**src/hdl/smeu_pkg.sv**
```systemverilog
// ----------------------------------------------------------------------------
// smeu_pkg
// Types and constants shared by the stack machine execute unit and its parts.
// ----------------------------------------------------------------------------
`default_nettype none

package smeu_pkg;

   localparam int STACK_DEPTH = 256;
   localparam int CNT_W       = $clog2(STACK_DEPTH + 1);
   localparam int ADDR_W      = $clog2(STACK_DEPTH);

   localparam int CACHE_N     = 8;
   localparam int CACHE_W     = $clog2(CACHE_N + 1);
   localparam int POP_REACH   = 4;

   localparam int WORD_W      = 64;
   localparam int HALF_W      = WORD_W / 2;
   localparam int FUNC_W      = 4;
   localparam int STATUS_W    = 3;
   localparam int TARGET_W    = 16;
   localparam int DEPTH_W     = 9;
   localparam int POP_W       = 2;

   localparam int REQ_FIELDS_W = FUNC_W + WORD_W;
   localparam int REQ_TDATA_W  = ((REQ_FIELDS_W + 7) / 8) * 8;
   localparam int RSP_FIELDS_W = STATUS_W + 1 + TARGET_W + WORD_W + DEPTH_W;
   localparam int RSP_TDATA_W  = ((RSP_FIELDS_W + 7) / 8) * 8;

   localparam int CSR_ADDR_W  = 3;
   localparam int CSR_DATA_W  = 32;
   localparam logic CSR_IDX_PROGRAM_LENGTH = 1'b0;

   localparam logic [1:0] MUL_LAST_STEP = 2'd2;

   typedef enum logic [FUNC_W-1:0] {
      FN_PUSH = 4'd0,
      FN_ADD  = 4'd1,
      FN_SUB  = 4'd2,
      FN_MUL  = 4'd3,
      FN_POP  = 4'd4,
      FN_JMP  = 4'd5,
      FN_CMP  = 4'd6,
      FN_JLT  = 4'd7,
      FN_JGT  = 4'd8,
      FN_JEQ  = 4'd9,
      FN_JNQ  = 4'd10,
      FN_DUP  = 4'd11,
      FN_NOP  = 4'd12
   } func_type;

   typedef enum logic [STATUS_W-1:0] {
      ST_OK    = 3'd0,
      ST_UNDER = 3'd1,
      ST_OVER  = 3'd2,
      ST_PAST  = 3'd3,
      ST_ZERO  = 3'd4
   } status_type;

   typedef struct packed {
      logic start;
      logic take;
   } mul_ctl_type;

   typedef struct packed {
      logic busy;
      logic done;
   } mul_sts_type;

endpackage

`default_nettype wire

```
**src/hdl/smeu_mul.sv**
```systemverilog
// ----------------------------------------------------------------------------
// smeu_mul
// Wrapping 64-bit multiplier built from one 32x32 multiplier over three steps.
// ----------------------------------------------------------------------------
`default_nettype none

module smeu_mul (
   input  wire logic                          clock,
   input  wire logic                          reset,
   input  wire smeu_pkg::mul_ctl_type         ctl,
   input  wire logic [smeu_pkg::WORD_W-1:0]   op_a,
   input  wire logic [smeu_pkg::WORD_W-1:0]   op_b,
   output      smeu_pkg::mul_sts_type         sts,
   output      logic [smeu_pkg::WORD_W-1:0]   product
);

   logic                          busy_ff;
   logic                          done_ff;
   logic [1:0]                    step_ff;
   logic [smeu_pkg::WORD_W-1:0]   a_ff;
   logic [smeu_pkg::WORD_W-1:0]   b_ff;
   logic [smeu_pkg::WORD_W-1:0]   acc_ff;
   logic [smeu_pkg::HALF_W-1:0]   mx;
   logic [smeu_pkg::HALF_W-1:0]   my;
   logic [smeu_pkg::WORD_W-1:0]   part;

   always_comb begin
      case (step_ff)
         2'd0: begin
            mx = a_ff[smeu_pkg::HALF_W-1:0];
            my = b_ff[smeu_pkg::HALF_W-1:0];
         end
         2'd1: begin
            mx = a_ff[smeu_pkg::WORD_W-1:smeu_pkg::HALF_W];
            my = b_ff[smeu_pkg::HALF_W-1:0];
         end
         default: begin
            mx = a_ff[smeu_pkg::HALF_W-1:0];
            my = b_ff[smeu_pkg::WORD_W-1:smeu_pkg::HALF_W];
         end
      endcase
      part = smeu_pkg::WORD_W'(mx) * smeu_pkg::WORD_W'(my);
   end

   always_ff @(posedge clock) begin
      if (reset) begin
         busy_ff <= 1'b0;
         done_ff <= 1'b0;
      end else if (ctl.start) begin
         busy_ff <= 1'b1;
         done_ff <= 1'b0;
      end else begin
         if (busy_ff && step_ff == smeu_pkg::MUL_LAST_STEP) begin
            busy_ff <= 1'b0;
            done_ff <= 1'b1;
         end else if (ctl.take) begin
            done_ff <= 1'b0;
         end
      end
   end

   always_ff @(posedge clock) begin
      if (ctl.start) begin
         a_ff    <= op_a;
         b_ff    <= op_b;
         step_ff <= 2'd0;
      end else if (busy_ff) begin
         step_ff <= step_ff + 2'd1;
         if (step_ff == 2'd0) begin
            acc_ff <= part;
         end else begin
            acc_ff <= acc_ff + {part[smeu_pkg::HALF_W-1:0], {smeu_pkg::HALF_W{1'b0}}};
         end
      end
   end

   assign sts.busy = busy_ff;
   assign sts.done = done_ff;
   assign product  = acc_ff;

endmodule

`default_nettype wire
```
**config.mk**
```make
export PLATFORM = sky130hd
export DESIGN_NAME = smeu_mul
export DESIGN_NICKNAME = d
export VERILOG_FILES = /design/src/hdl/smeu_pkg.sv /design/src/hdl/smeu_mul.sv
export SDC_FILE = /design/constraint.sdc
export NUM_CORES = 2
export LEC_CHECK = 0
export BUFFER_PORTS_ARGS = -buffer_cell sky130_fd_sc_hd__buf_2
export CAP_MARGIN = 5
export CELL_PAD_IN_SITES_DETAIL_PLACEMENT = 0
export CELL_PAD_IN_SITES_GLOBAL_PLACEMENT = 1
export CORE_MARGIN = 3
export CORE_UTILIZATION = 55
export CTS_BUF_LIST = sky130_fd_sc_hd__clkbuf_4 sky130_fd_sc_hd__clkbuf_8 sky130_fd_sc_hd__clkbuf_16
export DETAILED_ROUTE_END_ITERATION = 8
export PLACE_DENSITY = 0.88
export RECOVER_POWER = 50
export REMOVE_ABC_BUFFERS = 1
export SLEW_MARGIN = 30
export SYNTH_ARGS = -nofsm -noshare
export SYNTH_HDL_FRONTEND = slang
export SYNTH_SLANG_ARGS = --single-unit
```
**constraint.sdc**
```tcl
create_clock -name clock -period 19.01 [get_ports clock]
set_clock_uncertainty 0.2 [all_clocks]
set_input_delay 1.901 -clock clock [delete_from_list [all_inputs] [get_ports clock]]
set_output_delay 1.901 -clock clock [all_outputs]
set_load 0.05 [all_outputs]
```
==> impl_results.md <==
* Outcome: complete, but fails checks
* Failing checks: capacitance limit, slew limit
* Clock Latency Late Sink at approximately 0.53 ns
* Area of the multi-input gates at 31700 um^2
* Die Wd at 281 um
* DR vias at ~31000
* Per-cell routed wire length at 23.6 um
* DP HPWL at between 100000 and 150000 um
* Crit-path leading delay family: adder cells
* I/O pin count at 198
* DRC viols at 0
* Critical Setup Path Class: register to register
* Worst path required time at around 19 ns
* Post-synth EDFFs at 192
* Clock root buffer: clkbuf_16
* Tot GR Track Use at between 30% and 40%
* Final WS setup at 4.79 ns
* Arrival @ worst endpoint at 14.26 ns
* Initial antenna violation count at 0
* Hold-fix buffers, CTS at 0
* Largest net degree at the start of global routing at 85
* Detailed Routing Iterations Pass 1 at 5
* Setup TNS at 0 ns
* PostCTS Resize Cnt at 0
* Layout area overhead at 6.40%
* Vias per inst at roughly 5.8
* Clock buffer count from CTS at 17
* ANT nets after route at 0
* H-tree levels at 4
* RSZ-0062 raised after global routing: no
* Synth Register Bits at approximately 200
* Full die area at 78800 um^2
* CP Launch Type: register
* Clk sinks at approximately 200
* Total Wirelength at about 130000 um
* Fin crit period at between 10 and 15 ns
* DP Area at approximately 44000 um^2
* Final clock period utilization by the worst path at about three quarters
* DRT iter0 DRCs at approximately 2700
* Maximum clock frequency at around 70 MHz
* CTS clk-pin slew, worst paths at roughly 0.090 ns
* Synth Flop Type: edfxtp_1
* Worst path bufs/invs at 7
* Max-Cap Viols at 3
* Slowest-stage cell, CP: clkbuf_1
* Register area at around 6000 um^2
* CP max stage delay at 3.27 ns
* Place WS at 7.51 ns
* Cell area after layout at between 40000 and 50000 um^2
* # port buffers at roughly 200
* Top-area cell type share of the netlist area at approximately 43%
* Most frequent CP cell: fa_1
* TritonCTS clock tree: yes
* Cells after synthesis at 4366
* Core ar. at ~75000 um^2
* Register area share after synthesis at between 10% and 20%
* Fin nets at between 5000 and 6000
* YS warnings at 0
* Final setup viols at 0
* Post-Syn Area at roughly 41000 um^2
* Floorplan row count at 100
* Ys async rst share at 0%
* Critical path peak fanout at 52
* Relative slew slack at -214%
* Final hold viol count at 0
* R2R Setup Slk at ~4.8 ns
* Longest Clk Path Bufs at 2
* Remaining Overflow, GRT at 0
* Synth Area per Inst at ~9.5 um^2
* GPL Wtd Cong at 0.987
* Ranking of synthesized cells by area: fa_1, edfxtp_1, ha_1, inv_1, nand2_1
* Final core occ at approximately three fifths
* Fraction of layout cells with a size suffix above 1 at a little under a tenth
* Vias in the first global route at 33200
* Crit. End Element: register
* Path category of the worst min-delay check: register to register
* First-pass GRT wire length at around 200000 um
* Post-synth top area cell: fa_1
* Least-Margin Pin Slew at 4.71 ns
* Initial core utilization at ~56%
* Pins Over Slew Limit at between 150 and 200
* Die height at ~280 um
* Synth cell types at 84
* # Post-CTS Setup Buffers at 0
* Fill cells at ~6600
## Yosys cell counts, types with 11 or more instances
cell / count
o211ai_1: 15
nor3_1: 21
xor2_1: 30
nand3_1: 29
and2_1: 55
o21ai_0: 66
nand4_1: 22
xnor2_1: 46
a211oi_1: 11
edfxtp_1: 192
inv_1: 884
nand2_1: 733
ha_1: 300
a21o_1: 42
nand2b_1: 14
nor2_1: 409
fa_1: 897
clkbuf_1: 175
a21oi_1: 115
o21bai_1: 16
mux2_2: 64
mux2i_1: 59
## cells in the final DEF (no fill, tap or decap), types with 21 or more instances in the layout
cell,count
o21ai_0,66
nor3_1,21
nand2_1,733
xnor2_1,46
nand4_1,22
buf_4,68
fa_1,897
nor2_1,408
a21oi_1,115
a21o_1,42
nand3_1,29
mux2i_1,38
inv_1,884
and2_1,55
mux2_2,64
buf_2,183
xor2_1,30
edfxtp_1,192
ha_1,298
## metrics by stage
stage                     cells  hold slack, ns
after CTS                  5433           0.354
after global placement     5401           0.302
after global routing       5433           0.384
final                      5437           0.354
after detailed placement   5401           0.333
after floorplan            4165           0.288
## flip-flops by register name (all words and copies together), names as in the netlist
register	cells
product	64
step_ff	2
done_ff	1
busy_ff	1
a_ff	64
b_ff	64
## worst reg2reg max path: cells and delay by family (launching register included)
family                     cells  cell delay (ns)
adders and majority gates     11             4.88
DFF                            1             0.48
and+or+nand+nor                2             0.30
xor gates and xnor gates       2             0.64
AOI/OAI and AO/OA             12             2.49
muxes                          2             1.30
buffers and inverters          7             3.67
## kinds of logic (layout without fill, tap and decap cells)
group                      count (synthesis)  after routing  share of synthesized area (%)
adders and majority gates               1197           1197                           52.3
DFF                                      196            196                           14.1
AOI/OAI and AO/OA                        350            350                           5.54
muxes                                    123            123                           3.16
xor gates and xnor gates                  77             77                           1.66
other                                      0              4                              0
and+or+nand+nor                         1336           1336                           13.2
buffers and inverters                   1087           1185                           10.0
## final cells by class
| class | count | share of cell area [%] |
|---|---|---|
| Multi-Input combinational cell | 3083 | 71.7 |
| Clock buffer | 18 | 0.981 |
| Antenna cell | 4 | 0.0227 |
| Tap cell | 969 | 2.75 |
| Sequential cell | 196 | 13.2 |
| Inverter | 886 | 7.53 |
| Timing Repair Buffer | 267 | 3.37 |
| Clock inverter | 14 | 0.368 |
## per-layer routing
metal / track usage (%) / up-vias / part of all wire, %
met5: 0 / - / 0
met1: 45.9 / 16000 / 39
met4: 15.2 / 0 / 5.4
met3: 8.68 / 343 / 11
li1: - / 13400 / -
met2: 52.4 / 1619 / 45
## path summary, 6_finish.rpt
check | from | endpoint | depth (start not counted)
max | step_ff[0] | product[62] | 36
min | step_ff[1] | step_ff[1] | 2
max reg2reg | step_ff[0] | product[62] | 36
min reg2reg | step_ff[1] | step_ff[1] | 2
Power is left out: the tool's default activity adds up to more than one toggle a clock period on the data nets, which glitch-free logic cannot reach.
